**src/hw/rtl/double_ended_queue_core_defines.svh**
```systemverilog
// assertion macros shared by the queue core
`ifndef DOUBLE_ENDED_QUEUE_CORE_DEFINES_SVH
`define DOUBLE_ENDED_QUEUE_CORE_DEFINES_SVH

// same-cycle implication, checked outside reset
`define DQ_ASSERT_IMPL(lbl, clk, rst, ante, cons) \
   lbl: assert property (@(posedge clk) disable iff (rst) (ante) |-> (cons)) \
      else $error("queue core check failed");

// next-cycle implication, checked outside reset
`define DQ_ASSERT_NEXT(lbl, clk, rst, ante, cons) \
   lbl: assert property (@(posedge clk) disable iff (rst) (ante) |=> (cons)) \
      else $error("queue core check failed");

`endif

```
**src/hw/rtl/dq_pkg.sv**
```systemverilog
package dq_pkg;

   localparam int DEPTH     = 32;
   localparam int DATA_W    = 32;
   localparam int ACTION_W  = 3;
   localparam int POS_W     = 5;
   localparam int STATUS_W  = 2;
   localparam int FILL_W    = 6;
   localparam int PTR_W     = $clog2(DEPTH);
   localparam int CNT_W     = $clog2(DEPTH + 1);
   localparam int SUM_W     = ((PTR_W > POS_W) ? PTR_W : POS_W) + 1;

   // result queue between the memory stage and the output channel
   localparam int RSP_DEPTH = 4;
   localparam int RSP_PTR_W = $clog2(RSP_DEPTH);
   localparam int RSP_CNT_W = $clog2(RSP_DEPTH + 1);

   typedef enum logic [ACTION_W-1:0] {
      ACT_PUSH_FRONT = 3'd0,
      ACT_PUSH_BACK  = 3'd1,
      ACT_POP_FRONT  = 3'd2,
      ACT_POP_BACK   = 3'd3,
      ACT_PEEK       = 3'd4
   } action_type;

   typedef enum logic [STATUS_W-1:0] {
      ST_OK    = 2'd0,
      ST_EMPTY = 2'd1,
      ST_FULL  = 2'd2
   } status_type;

   typedef struct packed {
      logic              wr_en;
      logic [PTR_W-1:0]  wr_addr;
      logic [DATA_W-1:0] wr_data;
      logic              rd_en;
      logic [PTR_W-1:0]  rd_addr;
   } ram_req_type;

   typedef struct packed {
      logic              valid;
      logic              use_ram;
      logic [DATA_W-1:0] data;
      status_type        status;
      logic [FILL_W-1:0] fill;
   } stage_type;

   typedef struct packed {
      logic [DATA_W-1:0] data;
      status_type        status;
      logic [FILL_W-1:0] fill;
   } result_type;

endpackage

```
**src/hw/rtl/dq_if.sv**
```systemverilog
interface dq_req_if;
   logic                         valid;
   logic                         ready;
   logic [dq_pkg::ACTION_W-1:0]  action;
   logic [dq_pkg::DATA_W-1:0]    push_data;
   logic [dq_pkg::POS_W-1:0]     peek_position;

   modport source (output valid, action, push_data, peek_position, input ready);
   modport sink (input valid, action, push_data, peek_position, output ready);
endinterface

interface dq_rsp_if;
   logic                         valid;
   logic                         ready;
   logic [dq_pkg::DATA_W-1:0]    read_data;
   logic [dq_pkg::STATUS_W-1:0]  status;
   logic [dq_pkg::FILL_W-1:0]    fill_count;

   modport source (output valid, read_data, status, fill_count, input ready);
   modport sink (input valid, read_data, status, fill_count, output ready);
endinterface

```
**src/hw/rtl/dq_ram.sv**
```systemverilog
module dq_ram #(
   parameter int WIDTH = 32,
   parameter int DEPTH = 32
) (
   input  logic                     clock,
   input  logic                     wr_en,
   input  logic [$clog2(DEPTH)-1:0] wr_addr,
   input  logic [WIDTH-1:0]         wr_data,
   input  logic                     rd_en,
   input  logic [$clog2(DEPTH)-1:0] rd_addr,
   output logic [WIDTH-1:0]         rd_data
);

   logic [WIDTH-1:0] mem_ff [DEPTH];
   logic [WIDTH-1:0] rd_data_ff;

   always_ff @(posedge clock) begin
      if (wr_en) begin
         mem_ff[wr_addr] <= wr_data;
      end
      if (rd_en) begin
         rd_data_ff <= mem_ff[rd_addr];
      end
   end

   assign rd_data = rd_data_ff;

endmodule

```
**src/hw/rtl/dq_ctrl.sv**
```systemverilog
module dq_ctrl (
   input  logic                           clock,
   input  logic                           reset,
   dq_req_if.sink                         req_if,
   input  logic [dq_pkg::RSP_CNT_W-1:0]   rsp_level,
   output dq_pkg::ram_req_type            ram_req,
   output dq_pkg::stage_type              stage
);

   logic [dq_pkg::PTR_W-1:0] front_ff, front_in;
   logic [dq_pkg::PTR_W-1:0] back_ff, back_in;
   logic [dq_pkg::CNT_W-1:0] count_ff, count_in;
   dq_pkg::stage_type        stage_ff, stage_in;

   logic                     fire;
   logic                     full;
   logic                     empty;
   logic                     peek_ok;
   logic [dq_pkg::PTR_W-1:0] front_up, front_dn, back_up, back_dn;
   logic [dq_pkg::SUM_W-1:0] peek_sum;
   logic [dq_pkg::PTR_W-1:0] peek_addr;
   logic [dq_pkg::RSP_CNT_W:0] credit_used;

   // results in flight plus those queued must leave room for this item
   assign credit_used  = {1'b0, rsp_level} + {{dq_pkg::RSP_CNT_W{1'b0}}, stage_ff.valid};
   assign req_if.ready = credit_used < (dq_pkg::RSP_CNT_W + 1)'(dq_pkg::RSP_DEPTH);
   assign fire         = req_if.valid && req_if.ready;

   assign full  = count_ff == dq_pkg::CNT_W'(dq_pkg::DEPTH);
   assign empty = count_ff == '0;

   assign front_up = (front_ff == dq_pkg::PTR_W'(dq_pkg::DEPTH - 1)) ? '0 : front_ff + 1'b1;
   assign front_dn = (front_ff == '0) ? dq_pkg::PTR_W'(dq_pkg::DEPTH - 1) : front_ff - 1'b1;
   assign back_up  = (back_ff == dq_pkg::PTR_W'(dq_pkg::DEPTH - 1)) ? '0 : back_ff + 1'b1;
   assign back_dn  = (back_ff == '0) ? dq_pkg::PTR_W'(dq_pkg::DEPTH - 1) : back_ff - 1'b1;

   // front pointer and position are each below the depth, so the sum stays under twice the depth
   assign peek_sum  = dq_pkg::SUM_W'(front_ff) + dq_pkg::SUM_W'(req_if.peek_position);
   assign peek_addr = (peek_sum >= dq_pkg::SUM_W'(dq_pkg::DEPTH))
                    ? dq_pkg::PTR_W'(peek_sum - dq_pkg::SUM_W'(dq_pkg::DEPTH))
                    : dq_pkg::PTR_W'(peek_sum);
   assign peek_ok   = dq_pkg::SUM_W'(req_if.peek_position) < dq_pkg::SUM_W'(count_ff);

   always_comb begin
      front_in         = front_ff;
      back_in          = back_ff;
      count_in         = count_ff;
      ram_req.wr_en    = 1'b0;
      ram_req.wr_addr  = back_ff;
      ram_req.wr_data  = req_if.push_data;
      ram_req.rd_en    = 1'b0;
      ram_req.rd_addr  = front_ff;
      stage_in.valid   = fire;
      stage_in.use_ram = 1'b0;
      stage_in.data    = '0;
      stage_in.status  = dq_pkg::ST_OK;

      unique case (dq_pkg::action_type'(req_if.action)) inside
         dq_pkg::ACT_PUSH_FRONT, dq_pkg::ACT_PUSH_BACK: begin
            if (full) begin
               stage_in.status = dq_pkg::ST_FULL;
            end else begin
               ram_req.wr_en = fire;
               stage_in.data = req_if.push_data;
               if (fire) begin
                  count_in = count_ff + 1'b1;
               end
               if (dq_pkg::action_type'(req_if.action) == dq_pkg::ACT_PUSH_FRONT) begin
                  ram_req.wr_addr = front_dn;
                  if (fire) begin
                     front_in = front_dn;
                  end
               end else begin
                  ram_req.wr_addr = back_ff;
                  if (fire) begin
                     back_in = back_up;
                  end
               end
            end
         end
         dq_pkg::ACT_POP_FRONT: begin
            if (empty) begin
               stage_in.status = dq_pkg::ST_EMPTY;
            end else begin
               ram_req.rd_en    = fire;
               ram_req.rd_addr  = front_ff;
               stage_in.use_ram = 1'b1;
               if (fire) begin
                  front_in = front_up;
                  count_in = count_ff - 1'b1;
               end
            end
         end
         dq_pkg::ACT_POP_BACK: begin
            if (empty) begin
               stage_in.status = dq_pkg::ST_EMPTY;
            end else begin
               ram_req.rd_en    = fire;
               ram_req.rd_addr  = back_dn;
               stage_in.use_ram = 1'b1;
               if (fire) begin
                  back_in  = back_dn;
                  count_in = count_ff - 1'b1;
               end
            end
         end
         dq_pkg::ACT_PEEK: begin
            if (!peek_ok) begin
               stage_in.status = dq_pkg::ST_EMPTY;
            end else begin
               ram_req.rd_en    = fire;
               ram_req.rd_addr  = peek_addr;
               stage_in.use_ram = 1'b1;
            end
         end
         default: begin
            stage_in.status = dq_pkg::ST_EMPTY;
         end
      endcase

      stage_in.fill = dq_pkg::FILL_W'(count_in);
   end

   always_ff @(posedge clock) begin
      if (reset) begin
         front_ff       <= '0;
         back_ff        <= '0;
         count_ff       <= '0;
         stage_ff.valid <= 1'b0;
      end else begin
         front_ff <= front_in;
         back_ff  <= back_in;
         count_ff <= count_in;
         stage_ff <= stage_in;
      end
   end

   assign stage = stage_ff;

endmodule

```
**src/hw/rtl/dq_rsp_buf.sv**
```systemverilog
module dq_rsp_buf (
   input  logic                          clock,
   input  logic                          reset,
   input  dq_pkg::stage_type             stage,
   input  logic [dq_pkg::DATA_W-1:0]     ram_rd_data,
   dq_rsp_if.source                      rsp_if,
   output logic [dq_pkg::RSP_CNT_W-1:0]  level
);

   dq_pkg::result_type            q_ff [dq_pkg::RSP_DEPTH];
   logic [dq_pkg::RSP_PTR_W-1:0]  wr_ptr_ff, wr_ptr_in;
   logic [dq_pkg::RSP_PTR_W-1:0]  rd_ptr_ff, rd_ptr_in;
   logic [dq_pkg::RSP_CNT_W-1:0]  level_ff, level_in;
   dq_pkg::result_type            entry;
   logic                          push;
   logic                          pop;

   // memory data lands in the cycle after the access, alongside the stage register
   always_comb begin
      entry.data   = stage.use_ram ? ram_rd_data : stage.data;
      entry.status = stage.status;
      entry.fill   = stage.fill;
   end

   assign push = stage.valid;
   assign pop  = rsp_if.valid && rsp_if.ready;

   always_comb begin
      wr_ptr_in = push ? wr_ptr_ff + 1'b1 : wr_ptr_ff;
      rd_ptr_in = pop ? rd_ptr_ff + 1'b1 : rd_ptr_ff;
      level_in  = level_ff;
      if (push && !pop) begin
         level_in = level_ff + 1'b1;
      end else if (pop && !push) begin
         level_in = level_ff - 1'b1;
      end
   end

   always_ff @(posedge clock) begin
      if (reset) begin
         wr_ptr_ff <= '0;
         rd_ptr_ff <= '0;
         level_ff  <= '0;
      end else begin
         wr_ptr_ff <= wr_ptr_in;
         rd_ptr_ff <= rd_ptr_in;
         level_ff  <= level_in;
      end
   end

   always_ff @(posedge clock) begin
      if (push) begin
         q_ff[wr_ptr_ff] <= entry;
      end
   end

   assign rsp_if.valid      = level_ff != '0;
   assign rsp_if.read_data  = q_ff[rd_ptr_ff].data;
   assign rsp_if.status     = q_ff[rd_ptr_ff].status;
   assign rsp_if.fill_count = q_ff[rd_ptr_ff].fill;
   assign level             = level_ff;

endmodule

```
**src/hw/rtl/double_ended_queue_core.sv**
```systemverilog
// a result passes through the stage register and then the result queue before it is offered
// throughput: one item per cycle while the result queue has room, set by the single memory access each item makes
// a four-entry result queue absorbs output stalls; input stalls once it is committed
// reset: synchronous, clears front/back pointers, fill count and the result queue
// the entry memory is not cleared; entries are only read once written
`include "double_ended_queue_core_defines.svh"

module double_ended_queue_core (
   input  logic      clock,
   input  logic      reset,
   dq_req_if.sink    req_if,
   dq_rsp_if.source  rsp_if
);

   dq_pkg::ram_req_type            ram_req;
   dq_pkg::stage_type              stage;
   logic [dq_pkg::DATA_W-1:0]      ram_rd_data;
   logic [dq_pkg::RSP_CNT_W-1:0]   rsp_level;

   dq_ctrl u_ctrl (
      .clock     (clock),
      .reset     (reset),
      .req_if    (req_if),
      .rsp_level (rsp_level),
      .ram_req   (ram_req),
      .stage     (stage)
   );

   dq_ram #(
      .WIDTH (dq_pkg::DATA_W),
      .DEPTH (dq_pkg::DEPTH)
   ) u_ram (
      .clock   (clock),
      .wr_en   (ram_req.wr_en),
      .wr_addr (ram_req.wr_addr),
      .wr_data (ram_req.wr_data),
      .rd_en   (ram_req.rd_en),
      .rd_addr (ram_req.rd_addr),
      .rd_data (ram_rd_data)
   );

   dq_rsp_buf u_rsp_buf (
      .clock       (clock),
      .reset       (reset),
      .stage       (stage),
      .ram_rd_data (ram_rd_data),
      .rsp_if      (rsp_if),
      .level       (rsp_level)
   );

   `DQ_ASSERT_IMPL(a_rsp_no_overflow, clock, reset, 1'b1, rsp_level <= dq_pkg::RSP_CNT_W'(dq_pkg::RSP_DEPTH))
   `DQ_ASSERT_NEXT(a_accept_to_stage, clock, reset, req_if.valid && req_if.ready, stage.valid)
   `DQ_ASSERT_IMPL(a_error_zero_data, clock, reset, rsp_if.valid && rsp_if.status != dq_pkg::ST_OK, rsp_if.read_data == '0)
   `DQ_ASSERT_IMPL(a_fill_bound, clock, reset, rsp_if.valid, rsp_if.fill_count <= dq_pkg::FILL_W'(dq_pkg::DEPTH))

endmodule

```
**src/flat_wrapper.sv**
```systemverilog
// flat-port wrapper written by rule: the top's interface ports become plain ports
module double_ended_queue_core_flat 
  (clock, reset, req_if_valid, req_if_action, req_if_push_data, req_if_peek_position, req_if_ready, rsp_if_valid, rsp_if_read_data, rsp_if_status, rsp_if_fill_count, rsp_if_ready);
  dq_req_if req_if_i ();
  dq_rsp_if rsp_if_i ();
  input  logic clock;
  input  logic reset;
  input wire logic [$bits(req_if_i.valid)-1:0] req_if_valid;
  input wire logic [$bits(req_if_i.action)-1:0] req_if_action;
  input wire logic [$bits(req_if_i.push_data)-1:0] req_if_push_data;
  input wire logic [$bits(req_if_i.peek_position)-1:0] req_if_peek_position;
  output wire logic [$bits(req_if_i.ready)-1:0] req_if_ready;
  output wire logic [$bits(rsp_if_i.valid)-1:0] rsp_if_valid;
  output wire logic [$bits(rsp_if_i.read_data)-1:0] rsp_if_read_data;
  output wire logic [$bits(rsp_if_i.status)-1:0] rsp_if_status;
  output wire logic [$bits(rsp_if_i.fill_count)-1:0] rsp_if_fill_count;
  input wire logic [$bits(rsp_if_i.ready)-1:0] rsp_if_ready;
  assign req_if_i.valid = req_if_valid;
  assign req_if_i.action = req_if_action;
  assign req_if_i.push_data = req_if_push_data;
  assign req_if_i.peek_position = req_if_peek_position;
  assign req_if_ready = req_if_i.ready;
  assign rsp_if_valid = rsp_if_i.valid;
  assign rsp_if_read_data = rsp_if_i.read_data;
  assign rsp_if_status = rsp_if_i.status;
  assign rsp_if_fill_count = rsp_if_i.fill_count;
  assign rsp_if_i.ready = rsp_if_ready;
  double_ended_queue_core u_core (.clock(clock), .reset(reset), .req_if(req_if_i), .rsp_if(rsp_if_i));
endmodule
```
**config.mk**
```make
export PLATFORM = sky130hd
export DESIGN_NAME = double_ended_queue_core_flat
export DESIGN_NICKNAME = d
export VERILOG_FILES = /design/src/hw/rtl/dq_pkg.sv /design/src/hw/rtl/dq_if.sv /design/src/hw/rtl/dq_ram.sv /design/src/hw/rtl/dq_ctrl.sv /design/src/hw/rtl/dq_rsp_buf.sv /design/src/hw/rtl/double_ended_queue_core.sv /design/src/flat_wrapper.sv
export VERILOG_INCLUDE_DIRS = /design/src /design/src/hw/rtl
export SDC_FILE = /design/constraint.sdc
export NUM_CORES = 2
export LEC_CHECK = 0
export BUFFER_PORTS_ARGS = -buffer_cell sky130_fd_sc_hd__buf_4
export CAP_MARGIN = 20
export CORE_MARGIN = 4
export CORE_UTILIZATION = 56
export CTS_CLUSTER_SIZE = 30
export DETAILED_ROUTE_END_ITERATION = 10
export PLACE_DENSITY = 0.73
export SETUP_SLACK_MARGIN = 0.2
export SLEW_MARGIN = 20
export SYNTH_ARGS = -nofsm -noshare
export SYNTH_HDL_FRONTEND = slang
export SYNTH_SLANG_ARGS = --single-unit
```
**constraint.sdc**
```tcl
create_clock -name clock -period 4.25 [get_ports clock]
set_clock_uncertainty 0.15 [all_clocks]
set_input_delay 0.425 -clock clock [delete_from_list [all_inputs] [get_ports clock]]
set_output_delay 0.425 -clock clock [all_outputs]
set_load 0.005 [all_outputs]
```
==> reports/summary.txt <==
status -> complete, no violations
drt drc -> 0
pwr/cell area -> 492 nW/um2
clock sinks -> 1,283
port buffer count -> 85
Final GP Congestion -> 0.871
H-tree levels -> 4
full die area -> 94,200 um2
core area -> 88,500 um2
YS warnings -> 0
total congestion overflow -> 0
CP Max Fanout -> 32
Most Crowded Layer GR -> met2
initial DRC count -> 4,344
layout cells sized above 1 -> 0.188
Placed Area -> 53,100 um2
crit path capture type -> flop
Reg clk slew, reported paths -> 0.06 ns
unrepaired setup endpoints after global routing -> true
met1 GRT Util -> 0.381
row count -> 109
Starting Density -> 0.566
total CTS buffers -> 130
Slew Limit Fails -> 0
Main synth FF type -> edfxtp_1
WP data arrival -> 4.10 ns
number of synthesized register bits -> 1,283
crit path time final -> 3.90 ns
fmax -> 0.256 GHz
Slew @ Worst Pin -> 1.08 ns
antenna violations before repair -> 8
Synth Cell Area -> 50,100 um2
Routed Antenna Nets -> 0
die height -> 307 um
fin cells -> 4,353
DP Cell Count -> 4,077
Synth top area share -> 0.754
Post-synth EDFFs -> 1,257
I/O pin count -> 86
Util after Layout -> 0.651
Netlist cell types -> 60
Filler cells -> 5,665
VDD IR max -> 0.353 mV
routed len/inst -> 29.9 um
met2 Track Usage GR -> 0.436
largest cells by area after synthesis -> edfxtp_1 (75%), mux4_2 (6.1%), a21oi_1 (3.1%), nand2_1 (2.4%), a221oi_1 (1.7%)
global-route wire length before repair -> 189 mm
Fin. Hold Viols -> 0
Relative slew margins -> 0.283
vias post-DR -> 29.4k
largest net degree at the start of global routing -> 66
post-synth net total -> 2,985
Finish-stage setup viols -> 0
data required time at the worst endpoint -> 4.45 ns
ys async rst share -> 0
CP Class -> flop to flop
sequential fraction of the synthesis area -> 0.764
die width -> 307 um
CTS tree -> yes
Finished Cell Area -> 57,700 um2
Syn Inst Count -> 2,917
final net count -> 3,151
Static Leak -> 18.3 nW
Layout area overhead -> 15.2%
WL final -> 130 mm
class of the worst hold path -> input port to flop
Via density -> 6.74
placed wire-length estimate -> 66.7 mm
Synth Area per Inst -> 17.2 um2
GRT met3 Usage -> 0.0566
Max Cap Viol -> 0
CP Launch Type -> flop
CTS Buffer Depth -> 3
Final period util -> 0.918
Clk Latency, worst-skew pair -> 0.71 ns
number of global-route vias before repair -> 28.8k
First-pass DRT Iterations -> 5
GRT Total Usage -> 0.274
clock root buffer -> clkbuf_16
area leader, netlist -> edfxtp_1
-- registers in the layout, indices dropped and copies added (netlist names), named ones only --
name	cells
u_core.u_rsp_buf.q_ff	160
u_core.u_rsp_buf.wr_ptr_ff	2
u_core.u_ram.rd_data	32
u_core.u_ctrl.stage	42
u_core.u_ctrl.front_ff	5
u_core.u_ctrl.count_ff	6
u_core.u_ram.mem_ff	1024
u_core.u_rsp_buf.rd_ptr_ff	2
u_core.u_ctrl.back_ff	5
u_core.u_rsp_buf.level	3
-- through the flow --
step	hold slack (ns)	setup slack [ns]	setup TNS, ns	total power, mW
3_3_place_gp	0.313	0.384	0	17.5
4_1_cts	0.0102	0.247	0	28.4
2_1_floorplan	0.309	-0.0445	-16.75	16.4
6_report	0.0571	0.348	0	28.4
5_1_grt	0.0336	0.116	0	29.3
3_5_place_dp	0.341	0.319	0	17.6
-- kinds of logic after synthesis --
kind of cell,count (synthesis),synth area share
mux,207,0.0762
buf+inv,209,0.0203
compound gates,652,0.0839
simple gates,526,0.0460
fa+ha+maj,24,0.00630
flops,1283,0.764
xor+xnor,16,0.00280
-- where the power goes --
part	switching (mW)	internal, mW	leakage [nW]
clock	4.62	6.33	2.00
combinational	1.82	1.34	4.68
sequential	0.144	14.1	11.6
total	6.58	21.8	18.3
-- worst paths after layout --
path | to | slack [ns] | depth (start not counted) | start
worst min-delay path | u_core.u_ctrl.back_ff[1]$_SDFFE_PP0P_ | 0.06 | 3 | req_if_action[0]
worst max-delay path | u_core.u_ram.mem_ff[19][12]$_DFFE_PP_ | 0.35 | 9 | u_core.u_ctrl.count_ff[0]$_SDFF_PP0_
worst min register to register | u_core.u_rsp_buf.q_ff[1][7]$_DFFE_PP_ | 0.35 | 0 | u_core.u_ctrl.stage[7]$_DFFE_PN_
worst max register to register | u_core.u_ram.mem_ff[19][12]$_DFFE_PP_ | 0.35 | 9 | u_core.u_ctrl.count_ff[0]$_SDFF_PP0_
-- area by class of cell --
type                    instances  area (um2)  area share
well taps                    1165        1460      0.0253
multi-input cells            1425       11100       0.193
inverters                      18        67.6     0.00117
clock inverters                63         568     0.00985
clock buffers                 168        3500      0.0607
repair buffers                225        2630      0.0457
flip-flops and latches       1283       38300       0.664
diodes                          6        15.0    0.000260
-- routing by layer --
metal  vias to the layer above  routed length (um)
met3                       381               15200
li1                      12030                   -
met5                         -                  13
met1                     14858               48300
met2                      2079               61400
met4                         2                5290
-- Yosys cell counts, types with 9 or more instances --
master / n
buf_2: 68
o22ai_1: 34
nand3_1: 11
mux2i_1: 38
nor3_1: 9
inv_1: 17
o21ai_0: 13
mux2_2: 33
clkbuf_1: 76
a22oi_1: 66
ha_1: 22
a211oi_1: 100
dfxtp_1: 26
xnor2_1: 11
a21oi_1: 313
mux4_2: 136
buf_4: 21
edfxtp_1: 1257
nor4_1: 32
nand2_1: 326
buf_1: 19
nor2_1: 71
and2_1: 44
a221oi_1: 98
-- repair_timing --
action | 4_1_cts | 5_1_grt
hold buffers | 35 | 0
endpoints found under the setup margin | 0 | 380
resized for setup | 0 | 10
setup buffers | 0 | 2
endpoints found under the hold margin | 1044 | 0
-- cells in the final DEF (no fill, tap or decap), drive strengths merged, types with 3 or more instances in the layout --
| cell type | instances |
|---|---|
| xor2 | 5 |
| mux2i | 38 |
| nand4 | 6 |
| ha | 22 |
| a211oi | 101 |
| clkbuf | 169 |
| a21o | 6 |
| nand2b | 5 |
| inv | 27 |
| or2 | 4 |
| dlygate4sd3 | 35 |
| buf | 189 |
| xnor2 | 11 |
| o22ai | 34 |
| a22oi | 66 |
| a21oi | 313 |
| bufinv | 8 |
| mux2 | 33 |
| or4b | 3 |
| diode | 6 |
| dfxtp | 26 |
| nand3 | 11 |
| mux4 | 136 |
| and2 | 44 |
| a311oi | 3 |
| nor3 | 9 |
| nor4 | 32 |
| nand2 | 326 |
| and3 | 5 |
| a31oi | 4 |
| o21ai | 13 |
| nor2 | 71 |
| edfxtp | 1257 |
| a211o | 3 |
| clkinv | 46 |
| a221oi | 99 |
-- critical path, stage by stage (launching register included) --
cell	delay (ns)
dfxtp_1	0.36
inv_1	0.12
ha_1	0.24
or4b_2	0.66
o21ai_0	0.32
nor2_1	0.23
mux2i_1	0.42
nand3_1	0.42
nor2_4	0.23
buf_12	0.34
Note: power is estimated with default switching activity, not from simulation.
